<file path="config.mk">
export PLATFORM = sky130hd
export DESIGN_NAME = tcw_front
export DESIGN_NICKNAME = d
export VERILOG_FILES = /design/src/design/assert_macros.svh /design/src/design/tcw_pkg.sv /design/src/design/tcw_front.sv
export SDC_FILE = /design/constraint.sdc
export NUM_CORES = 1
export LEC_CHECK = 0
export BUFFER_PORTS_ARGS = -buffer_cell sky130_fd_sc_hd__clkbuf_2
export CAP_MARGIN = 5
export CORE_AREA = 2 2 39 41
export DETAILED_ROUTE_END_ITERATION = 12
export DIE_AREA = 0 0 41 43
export PLACE_DENSITY_LB_ADDON = 0.3
export REMOVE_ABC_BUFFERS = 1
export SLEW_MARGIN = 20
export SYNTH_ARGS = -nofsm -noshare
export SYNTH_HDL_FRONTEND = slang
export SYNTH_SLANG_ARGS = --single-unit
</file>
<file path="constraint.sdc">
create_clock -name vclk -period 1.35
set_input_delay 0.0675 -clock vclk [all_inputs]
set_output_delay 0.0675 -clock vclk [all_outputs]
set_load 0.03 [all_outputs]
</file>
<file path="src/design/assert_macros.svh">
// assertion macros shared by the text console design
// no dependencies; taken in by the modules that check their own logic
`ifndef ASSERT_MACROS_SVH
`define ASSERT_MACROS_SVH

// condition that must hold at every clock edge outside reset
`define TCW_ASSERT(label, prop, msg) \
   label: assert property (@(posedge clock) disable iff (reset) (prop)) \
      else $error(msg);

// condition that, when seen, must lead to a consequence in the next cycle
`define TCW_ASSERT_NEXT(label, cond, conseq, msg) \
   label: assert property (@(posedge clock) disable iff (reset) \
      (cond) |=> (conseq)) else $error(msg);

`endif

</file>
<file path="src/design/tcw_pkg.sv">
// shared types, field widths and codes for the text console writer
// no dependencies; imported by every module of the block but tcw_ram
`timescale 1ns / 1ps

package tcw_pkg;

   // field widths of the item and result ports
   localparam int MODE_W      = 2;
   localparam int CHAR_W      = 8;
   localparam int ATTR_W      = 8;
   localparam int ROW_FIELD_W = 5;
   localparam int COL_FIELD_W = 7;
   localparam int CELL_W      = CHAR_W + ATTR_W;

   // default geometry and queue size
   localparam int DEFAULT_COLS        = 80;
   localparam int DEFAULT_ROWS        = 25;
   localparam int DEFAULT_QUEUE_DEPTH = 2;

   // item modes
   localparam logic [MODE_W-1:0] MODE_PUT   = 2'd0;
   localparam logic [MODE_W-1:0] MODE_READ  = 2'd1;
   localparam logic [MODE_W-1:0] MODE_CLEAR = 2'd2;

   localparam logic [CHAR_W-1:0] NEWLINE_CODE = 8'd10;
   localparam logic [ATTR_W-1:0] ATTR_RESET   = 8'h0F;

   // operations after classification
   localparam int OP_W = 3;
   localparam logic [OP_W-1:0] OP_NOP     = 3'd0;
   localparam logic [OP_W-1:0] OP_CHAR    = 3'd1;
   localparam logic [OP_W-1:0] OP_NEWLINE = 3'd2;
   localparam logic [OP_W-1:0] OP_READ    = 3'd3;
   localparam logic [OP_W-1:0] OP_CLEAR   = 3'd4;

   // classified item as it travels through the queue
   typedef struct packed {
      logic [OP_W-1:0]        op;
      logic [CHAR_W-1:0]      char_code;
      logic [ROW_FIELD_W-1:0] read_row;
      logic [COL_FIELD_W-1:0] read_col;
   } cmd_type;

endpackage

</file>
<file path="src/design/tcw_front.sv">
// front end: takes request items and classifies them into operations
// depends on tcw_pkg; feeds the command queue
`timescale 1ns / 1ps

module tcw_front #(
   parameter int COLS = tcw_pkg::DEFAULT_COLS,
   parameter int ROWS = tcw_pkg::DEFAULT_ROWS
) (
   input  logic                             req_valid,
   output logic                             req_ready,
   input  logic [tcw_pkg::MODE_W-1:0]       req_mode,
   input  logic [tcw_pkg::CHAR_W-1:0]       req_char_code,
   input  logic [tcw_pkg::ROW_FIELD_W-1:0]  req_read_row,
   input  logic [tcw_pkg::COL_FIELD_W-1:0]  req_read_col,
   input  logic                             queue_full,
   output logic                             push,
   output tcw_pkg::cmd_type                 push_cmd
);

   import tcw_pkg::*;

   logic read_in_range;

   // item is taken whenever the queue has room
   assign req_ready = !queue_full;
   assign push      = req_valid && !queue_full;

   assign read_in_range = (32'(req_read_row) < ROWS) && (32'(req_read_col) < COLS);

   // decode mode into an operation; out of range reads and the unused mode become no-ops
   always_comb begin
      push_cmd.char_code = req_char_code;
      push_cmd.read_row  = req_read_row;
      push_cmd.read_col  = req_read_col;
      case (req_mode)
         MODE_PUT:   push_cmd.op = (req_char_code == NEWLINE_CODE) ? OP_NEWLINE : OP_CHAR;
         MODE_READ:  push_cmd.op = read_in_range ? OP_READ : OP_NOP;
         MODE_CLEAR: push_cmd.op = OP_CLEAR;
         default:    push_cmd.op = OP_NOP;
      endcase
   end

endmodule

</file>
---- Word-level counts from Yosys, hierarchy flattened ----
Cells that the tools add are included.
operators by class
  reduce and logical (&&, ||, !) cells .... 4
  magnitude comparators ................... 2
  mux-type cells .......................... 3
  eq/ne operators ......................... 3
operator list
  cell                                                             count
  3-bit case mux with 3 select lines                               1
  8-bit by 4-bit == test with 1-bit output, second input constant  1
  7-bit < comparator, second input constant                        1
  5-bit < comparator, second input constant                        1
  2-bit 2-to-1 mux                                                 2
  2-bit by 1-bit == test with 1-bit output, second input constant  1
  2-bit == test, second input constant                             1
  1-bit logical AND                                                2
  2-bit logical NOT                                                1
  1-bit logical NOT                                                1
storage, ports and cells
  output and inout bits ................... 25
  input bits .............................. 24
  register bits after elaboration ......... 0

---- Depth between registers and ports, before layout ----
  word-level depth ........................ 4
  gate-level depth with buffers ........... 3
  gate-level depth less buffers ........... 3

---- Least setup slack after synthesis ----
No wires, ideal clock.
  path kind ............................... input-to-output
  start ................................... input port req_char_code[0] (netlist name)
  end ..................................... output port push_cmd[21] (netlist name)
  path buffers ............................ 0
  cell stages on the path ................. 3
  required time ........................... 1283 ps
  path slack .............................. 349 ps
  arrival ................................. 934 ps
  cell sequence ........................... nor4bb_4 > nand2_1 > o31ai_2
RTL lines
  what         RTL line         RTL
  from (decl)  tcw_front.sv:12  input logic [tcw_pkg::CHAR_W-1:0] req_char_code,
  to (decl)    tcw_front.sv:17  output tcw_pkg::cmd_type push_cmd

==> summary.md <==
| Metric | Value |
|---|---|
| Fillers | roughly 160 |
| Slew headroom | 80.4% |
| Vias in the first global route | 245 |
| PostCTS Resize Cnt | 0 |
| WHS | ~140 ps |
| Syn_area_per_cell | 8.29 sq um |
| Starting DRT DRC Count | 6 |
| I/O Buffers | 41 |
| Worst Hold Class | input pin to output port |
| TNS Setup | 0 ps |
| Layout cells sized above 1 | 84.9% |
| Worst path required time | 1280 ps |
| Peak supply drop | 0.119 mV |
| Final Util | 24.6% |
| Sequential cell area | 0 sq um |
| GR Util met2 | 11.3% |
| Met1 usage | between 10% and 20% |
| Num rows | 14 |
| FMAX | 952 MHz |
| Yosys cell types | 11 |
| GRT busiest layer | met1 |
| Initial Util | about a fifth |
| Max Slew Vio Count | 0 |
| Max-cap violations | 0 |
| Final Hold Violating Endpoints | 0 |
| M3 GR Usage | 4.71% |
| Worst slew pin tran | 291 ps |
| Sequential-to-total area share from yosys stat | 0% |
| Top cells by area, synth | buf_4 (57%), nor4bb_4 (9.4%), nor4_4 (8.0%), nor2b_1 (4.7%), o31ai_2 (4.7%) |
| Tot Pwr | 163 uW |
| GRT Util Overall | under 10% |
| Pre-antenna DRT Iters | 4 |
| CP Max Fanout | 2 |
| Syn. warnings | 0 |
| Largest area contributor in the netlist | buf_4 |
| Post-synth top area share | 56.6% |
| Layout area overhead | 28.3% |
| Post-Syn Instances | 32 |
| Critical path startpoint category | input pin |
| Core region area | 1380 sq um |
| Vias | between 200 and 300 |
| Crit end category | output port |
| Leak | 0.212 nW |
| Post-synthesis cell area | 265 sq um |
| Overflow after GRT | 0 |
| Crit share post-route | 77.8% |
| Post-CTS Setup Bufs | 0 |
| Via/cell ratio | 4.23 |
| I/O pins | 49 |
| Largest net degree at the start of global routing | 5 |
| Num sequential | 0 |
| RSZ-0062 raised after global routing | no |
| Period minus WS final | 1050 ps |
| Initial antenna violation count | 0 |
| Routed wire length | 787 microns |
| Final nets | 79 |
| Status | finished, final reports clean |
| DR WL/cell | 11.4 microns |
| Crit path DAT | 980 ps |
| Antenna Violating Nets Remaining | 0 |
| ANT cells | 0 |
| Die area | 1760 sq um |
| CP Class | input pin to output port |
| P per Cell Area | 478 nW/um^2 |
| Setup-failing EPs final | 0 |
| Die W | slightly above 40 microns |
| Routability cong. | roughly 0.7 |
| First-pass GRT wire length | ~1.0 mm |
| Die height | 43 microns |
| DRC viols | 0 |
| Clk_buf instances | 0 |
| Hold buffer count at CTS | 0 |
==> routing by layer <==
metal  vias up  routed length (microns)  share of wire, %
met5         -                        0                 0
met4         0                        0                 0
met3         0                      195                25
met2        45                      224                28
met1       115                      366                47
li1        132                        -                 -
==> placed cells by master, fill, tap and decap left out <==
master    netlist  routed
o311ai_0        1       1
nor4bb_4        1       1
inv_1           1       1
nand2_1         2       2
o31ai_2         1       1
nor4_4          1       1
nor2b_1         2       2
clkbuf_2        0      41
o21ai_0         1       1
a211o_2         1       1
nand4b_1        1       1
==> report_power, final <==
part           internal [mW]  total [mW]  switching, mW
Clock                      0           0              0
Sequential                 0           0              0
Combinational         0.0535       0.163          0.109
Total                 0.0535       0.163          0.109
==> cells by family (layout without fill, tap and decap cells) <==
kind of cell,count (synthesis),in the layout,share of synthesized area [%]
buffers and inverters,21,42,58.0
AOI/OAI and AO/OA,4,4,13.7
and+or+nand+nor,7,7,28.3
==> through the flow <==
step / instance area [sq um] / std cells / setup WS (ps)
finish: 340 / 69 / 299
global route: 340 / 69 / 157
CTS: 340 / 69 / 277
detailed placement: 340 / 69 / 272
global placement: 340 / 69 / 294
floorplan: 115 / 12 / 349
==> cells in the mapped netlist <==
library cell,number
nand2_1,2
o21ai_0,1
nand4b_1,1
nor2b_1,2
inv_1,1
o311ai_0,1
o31ai_2,1
nor4bb_4,1
buf_4,20
a211o_2,1
nor4_4,1
==> area by class of cell <==
| class | instances | area [sq um] | share of cell area [%] |
|---|---|---|---|
| Timing Repair Buffer | 41 | 205 | 60.3 |
| Multi-Input combinational cell | 11 | 111 | 32.7 |
| Tap cell | 16 | 20.0 | 5.88 |
| Inverter | 1 | 3.75 | 1.10 |
==> critical path: stages <==
cell and delay (ps):
clkbuf_2 110, nor4bb_4 300, nand2_1 100, o31ai_2 170, clkbuf_2 240
==> path summary, 6_finish.rpt <==
check                   startpoint      endpoint  depth (start not counted)
hold / removal     req_read_col[2]   push_cmd[2]                          0
setup / recovery  req_char_code[0]  push_cmd[21]                          5
(Power assumes the default switching activity.)
