## src/design/assert_macros.svh

```systemverilog
// assertion macros shared by the text console design
// no dependencies; taken in by the modules that check their own logic
`ifndef ASSERT_MACROS_SVH
`define ASSERT_MACROS_SVH

// condition that must hold at every clock edge outside reset
`define TCW_ASSERT(label, prop, msg) \
   label: assert property (@(posedge clock) disable iff (reset) (prop)) \
      else $error(msg);

// condition that, when seen, must lead to a consequence in the next cycle
`define TCW_ASSERT_NEXT(label, cond, conseq, msg) \
   label: assert property (@(posedge clock) disable iff (reset) \
      (cond) |=> (conseq)) else $error(msg);

`endif

```

## src/design/tcw_pkg.sv

```systemverilog
// shared types, field widths and codes for the text console writer
// no dependencies; imported by every module of the block but tcw_ram
`timescale 1ns / 1ps

package tcw_pkg;

   // field widths of the item and result ports
   localparam int MODE_W      = 2;
   localparam int CHAR_W      = 8;
   localparam int ATTR_W      = 8;
   localparam int ROW_FIELD_W = 5;
   localparam int COL_FIELD_W = 7;
   localparam int CELL_W      = CHAR_W + ATTR_W;

   // default geometry and queue size
   localparam int DEFAULT_COLS        = 80;
   localparam int DEFAULT_ROWS        = 25;
   localparam int DEFAULT_QUEUE_DEPTH = 2;

   // item modes
   localparam logic [MODE_W-1:0] MODE_PUT   = 2'd0;
   localparam logic [MODE_W-1:0] MODE_READ  = 2'd1;
   localparam logic [MODE_W-1:0] MODE_CLEAR = 2'd2;

   localparam logic [CHAR_W-1:0] NEWLINE_CODE = 8'd10;
   localparam logic [ATTR_W-1:0] ATTR_RESET   = 8'h0F;

   // operations after classification
   localparam int OP_W = 3;
   localparam logic [OP_W-1:0] OP_NOP     = 3'd0;
   localparam logic [OP_W-1:0] OP_CHAR    = 3'd1;
   localparam logic [OP_W-1:0] OP_NEWLINE = 3'd2;
   localparam logic [OP_W-1:0] OP_READ    = 3'd3;
   localparam logic [OP_W-1:0] OP_CLEAR   = 3'd4;

   // classified item as it travels through the queue
   typedef struct packed {
      logic [OP_W-1:0]        op;
      logic [CHAR_W-1:0]      char_code;
      logic [ROW_FIELD_W-1:0] read_row;
      logic [COL_FIELD_W-1:0] read_col;
   } cmd_type;

endpackage

```

## src/design/tcw_queue.sv

```systemverilog
// short command queue between the front end and the back end
// depends on tcw_pkg and assert_macros.svh
`timescale 1ns / 1ps

module tcw_queue #(
   parameter int DEPTH = tcw_pkg::DEFAULT_QUEUE_DEPTH
) (
   input  logic             clock,
   input  logic             reset,
   input  logic             push,
   input  tcw_pkg::cmd_type push_cmd,
   output logic             full,
   input  logic             pop,
   output logic             not_empty,
   output tcw_pkg::cmd_type head_cmd
);

   import tcw_pkg::*;
   `include "assert_macros.svh"

   localparam int PW = $clog2(DEPTH);

   cmd_type         entries_ff [DEPTH];
   logic [PW-1:0]   wr_ptr_ff, wr_ptr_in;
   logic [PW-1:0]   rd_ptr_ff, rd_ptr_in;
   logic [PW:0]     count_ff, count_in;

   assign full      = (count_ff == (PW+1)'(DEPTH));
   assign not_empty = (count_ff != '0);
   assign head_cmd  = entries_ff[rd_ptr_ff];

   // pointer and fill count update
   always_comb begin
      wr_ptr_in = push ? wr_ptr_ff + 1'b1 : wr_ptr_ff;
      rd_ptr_in = pop  ? rd_ptr_ff + 1'b1 : rd_ptr_ff;
      count_in  = count_ff;
      if (push && !pop) begin
         count_in = count_ff + 1'b1;
      end else if (pop && !push) begin
         count_in = count_ff - 1'b1;
      end
   end

   always_ff @(posedge clock) begin
      if (reset) begin
         wr_ptr_ff <= '0;
         rd_ptr_ff <= '0;
         count_ff  <= '0;
      end else begin
         wr_ptr_ff <= wr_ptr_in;
         rd_ptr_ff <= rd_ptr_in;
         count_ff  <= count_in;
      end
   end

   // entry storage
   always_ff @(posedge clock) begin
      if (push) begin
         entries_ff[wr_ptr_ff] <= push_cmd;
      end
   end

   `TCW_ASSERT(a_queue_no_overflow, push |-> !full, "push into a full queue")
   `TCW_ASSERT(a_queue_no_underflow, pop |-> (count_ff != '0), "pop from an empty queue")
   `TCW_ASSERT_NEXT(a_queue_count_up, push && !pop, count_ff == $past(count_ff) + 1'b1, "count did not rise on push")

endmodule

```

## config.mk

```make
export PLATFORM = sky130hd
export DESIGN_NAME = tcw_queue
export DESIGN_NICKNAME = d
export VERILOG_FILES = /design/src/design/tcw_pkg.sv /design/src/design/tcw_queue.sv
export VERILOG_INCLUDE_DIRS = /design/src /design/src/design
export SDC_FILE = /design/constraint.sdc
export NUM_CORES = 1
export LEC_CHECK = 0
export BUFFER_PORTS_ARGS = -buffer_cell sky130_fd_sc_hd__buf_4
export CAP_MARGIN = 20
export CORE_MARGIN = 5
export CORE_UTILIZATION = 30
export DETAILED_ROUTE_END_ITERATION = 8
export PLACE_DENSITY = 0.52
export SLEW_MARGIN = 20
export SYNTH_ARGS = -nofsm -noshare
export SYNTH_HDL_FRONTEND = slang
export SYNTH_SLANG_ARGS = --single-unit
```

## constraint.sdc

```tcl
create_clock -name clock -period 3.42 [get_ports clock]
set_clock_uncertainty 0.15 [all_clocks]
set_input_delay 0.684 -clock clock [delete_from_list [all_inputs] [get_ports clock]]
set_output_delay 0.684 -clock clock [all_outputs]
set_load 0.02 [all_outputs]
```

# Yosys cells after proc, flatten, opt, wreduce, memory -nomap -nowiden
# Memory sizes are Yosys's and may differ from the RTL's. A register that Yosys moved wholly into a read port is not among the register bits.
# Index checks and enable logic that the tools add are counted.
totals:
  reg_bits: 4
  ramBits: 46
  in_bits: 27
  n_memories: 1
mem_list:
  columns: ["memory", "depth", "width", "rd", "rd_clocked_by_memory_dff", "write_ports", "line_no", "text"]
  rows:
  - ["entries_ff", 2, 23, 1, 1, 1, "tcw_queue.sv:23", "cmd_type entries_ff [DEPTH];"]
classes:
  add_sub_neg: 4
  n_eq_ne: 1
  mux: 6
  n_reduce_logical: 6
ops:
  columns: ["cell", "n"]
  rows:
  - ["$mux 1", 4]
  - ["$mux 2", 2]
  - ["$reduce_bool 2->1", 2]
  - ["$add 1x1->1 const B", 2]
  - ["$add 2x1->2 const B", 1]
  - ["$eq 2x2->1 const B", 1]
  - ["$logic_and 1x1->1", 2]
  - ["$logic_not 1->1", 2]
  - ["$sub 2x1->2 const B", 1]

# Logic depth before layout (Yosys ltp)
depth:
  ltp_word: 4
  mapped_depth: 5

# Least setup slack after synthesis
# No wires, ideal clock.
synth_timing:
  path_kind: "input-to-reg"
  start: "input port push"
  end: "memory entries_ff[0][0] in the netlist's numbering (enable)"
  setup_time_ns: 0.405
  t_arrival_ns: 1.747
  required_time_ns: 2.865
  slack_ns: 1.117
  path_stages: 1
  cell_sequence: "nor2b_1"
synth_via:
  elab_chain_len: 2
synth_lines:
  columns: ["element", "line_no", "text"]
  rows:
  - ["start: declaration", "tcw_queue.sv:10", "input logic push,"]
  - ["$mux 1", "tcw_queue.sv:58", "if (push) begin"]
  - ["$mux 1 (not written as such)", "tcw_queue.sv:59", "entries_ff[wr_ptr_ff] <= push_cmd;"]
  - ["end: declaration", "tcw_queue.sv:23", null]
# No other way between the ends.

==> results.md <==
* Status: completed
* Layout Cells excl Fill at 227
* Root Buffer: clkbuf_8
* IO Port Bufs at 51
* Reg2reg path depth at 2
* Remaining global-route overflow at 0
* Critical Path Source Type: flop
* Clock share of power at 29.2%
* Sequential area share after synthesis at 79.4%
* Worst r2r dst: entries_ff[1][14]
* Hold depth at 2
* Synth top area cells: edfxtp_1 (74%), mux2_2 (14%), dfxtp_1 (5.4%)
* CTS clk-pin slew, worst paths at 0.08 ns
* Number of library cell types mapped by synthesis at 16
* Sequential Area at 1480 sq um
* Crit end category: output port
* EDFF count, synth at 46
* Ys flop type: edfxtp_1
* Reg power frac at 55.1%
* Detail Route Antenna Nets at 0
* Relative slew slack at 57.8%
* Synth area leader: edfxtp_1
* First-pass GRT wire length at 5220 um
* TritonCTS clock tree: done
* Leak at 0.928 nW
* Final WL at 3330 um
* Multi-input logic area at 368 sq um
* R2R Path Start: wr_ptr_ff
* DR iter-0 viols at 32
* IO Count at 52
* Skew-Pair Late Insertion Delay at 0.29 ns
* Endpoints failing setup at 0
* Yosys warning count at 0
* CTS sink count at 51
* DP HPWL at 2410 um
* Register bit total from synthesis at 51
* Via/cell ratio at 4.29
* Fill cells at 558
* Pin count of the biggest net entering global routing at 15
* Number of antenna violations at the first check in global routing at 0
* Fin crit period at 2.67 ns
* Share of cells above drive strength 1 at 56.6%
* WP data required at 2.59 ns
* Die Span Y at 88.9 um
* Vias at 973
* Die area at 7900 sq um
* Tot GR Track Use at 9.01%
* Setup WS pre-CTS at 1.02 ns
* Fin crit share at 78.1%
* Post-CTS Setup Inserts at 0
* Worst Hold Launch: count_ff[1]
* Most frequent cell after synthesis: edfxtp_1
* Yosys top cell area share at 74.0%
* Post-synth ARST share at 0%
* Switch share at 22.4%
* Crit Path Category: reg -> out
* H-tree Lvls at 2
* Number of global-route vias before repair at 1058
* Worst Hold Class: reg -> reg
* Slew Viols, Final at 0
* First-pass DRT Iterations at 4
* Total Neg Setup Slack at 0 ns
* Hold Violations, Final at 0
* Top cells by count, synth: edfxtp_1 (46), mux2_2 (23), dfxtp_1 (5), nor2_1 (4)
* Antenna diode count at 0
* Critical Path AT at 1.84 ns
* DR WL/cell at 14.7 um
* Synthesis-to-layout area growth at 31.6%
* R2R setup slack at 1.79 ns
* Initial Util at 31.1%
* Largest fanout on the critical path at 14
* Hold Path End: count_ff[1]
* Mapped cell area at 1870 sq um
* P_int at 0.00104 W
* Actual slew at the worst max-slew pin at 0.632 ns
* Maximum clock frequency at 374 MHz
* Avg Cell Area, Syn at 20.1 sq um
* Num rows at 28
* Core ar. at 5990 sq um
* Num CTS Buffers at 5
* RSZ-0062 raised after global routing: no
* Post-synthesis cell count at 93
* Placed instance count at 220
* Layout Nets at 180
* # DRC at 0
* Hold buffers post-CTS at 0
* Routability congestion estimate from global placement at 0.715
* CTS resizes at 0
* Combinational Power Share at 15.6%
* P_sw at 0.000302 W
* Setup ws final at 0.749 ns
* Synth Net Count at 121
* Max VDD drop at 0.245 mV
* PwrDens at 548 nW/um^2
* Max Cap Violations at 0
* Die width at 88.9 um
* Clock Tree Buf Depth at 2
-- worst max-delay path: stages, from the launching register on --
cell	delay (ns)
dfxtp_1	0.73
buf_4	0.30
mux2_2	0.35
buf_4	0.16
-- per-layer routing --
| layer | share of wire [%] | routed length [um] | vias up | global-route usage [%] |
|---|---|---|---|---|
| met5 | 0 | 0 | - | 0 |
| met4 | 0.75 | 25 | 0 | 2.88 |
| met3 | 7.6 | 253 | 4 | 3.54 |
| met2 | 51 | 1710 | 32 | 15.5 |
| met1 | 40 | 1340 | 468 | 10.3 |
| li1 | - | - | 469 | - |
-- kinds of logic (layout without fill, tap and decap cells) --
family,after synthesis,after routing,synth area share [%]
AOI/OAI and AO/OA,2,2,0.536
DFF,51,51,79.4
buffers and inverters,3,62,1.01
xor gates and xnor gates,4,4,1.88
muxes,23,23,13.9
and+or+nand+nor,9,9,2.62
adders and majority gates,1,1,0.671
-- state kept, by name (all words and copies together), names as in the netlist, named ones only --
name / count
count_ff: 2
wr_ptr_ff: 1
rd_ptr_ff: 1
entries_ff: 46
-- worst max path at each step --
stage | end | slack [ns] | depth (start not counted)
after floorplan | entries_ff[0][0] | 1.12 | 1
after global placement | head_cmd[8] | 1.04 | 3
after detailed placement | head_cmd[8] | 1.02 | 3
after CTS | head_cmd[8] | 0.70 | 3
after global routing | head_cmd[11] | 0.60 | 3
final | head_cmd[0] | 0.75 | 3
-- power by group through the flow --
stage | Sequential, W | Clock (W) | Combinational [W]
2_1_floorplan | 0.000748 | 0 | 0.000121
3_3_place_gp | 0.000754 | 0 | 0.000209
3_5_place_dp | 0.000757 | 0 | 0.000214
4_1_cts | 0.000743 | 0.000403 | 0.000215
5_1_grt | 0.000747 | 0.000424 | 0.000226
6_report | 0.000741 | 0.000393 | 0.000210
-- cell usage in the layout, fill, tap and decap left out, drive strengths merged, types with 2 or more instances in the layout --
cell type	n
dfxtp	5
clkbuf	6
mux2	23
nor2	4
edfxtp	46
buf	54
xnor2	2
xor2	2
-- metrics by stage --
| stage | utilization (%) | hold WS (ns) | cell area (sq um) | power (W) |
|---|---|---|---|---|
| after floorplan | - | 0.306 | 1870 | 0.000869 |
| after detailed placement | 39.3 | 0.360 | 2350 | 0.000970 |
| after CTS | 41.0 | 0.374 | 2450 | 0.00136 |
| after global routing | 41.0 | 0.404 | 2450 | 0.00140 |
| final | 41.0 | 0.372 | 2450 | 0.00134 |
| after global placement | 39.3 | 0.318 | 2350 | 0.000963 |
-- final cells by class --
class	instances	share of cell area (%)
tap	75	3.82
inverter	1	0.153
multi-input combinational	39	15.0
timing repair buffer	54	16.5
clock inverter	1	1.22
sequential	51	60.3
clock buffer	6	2.96
No activity file was read; power rests on OpenSTA's default activity.
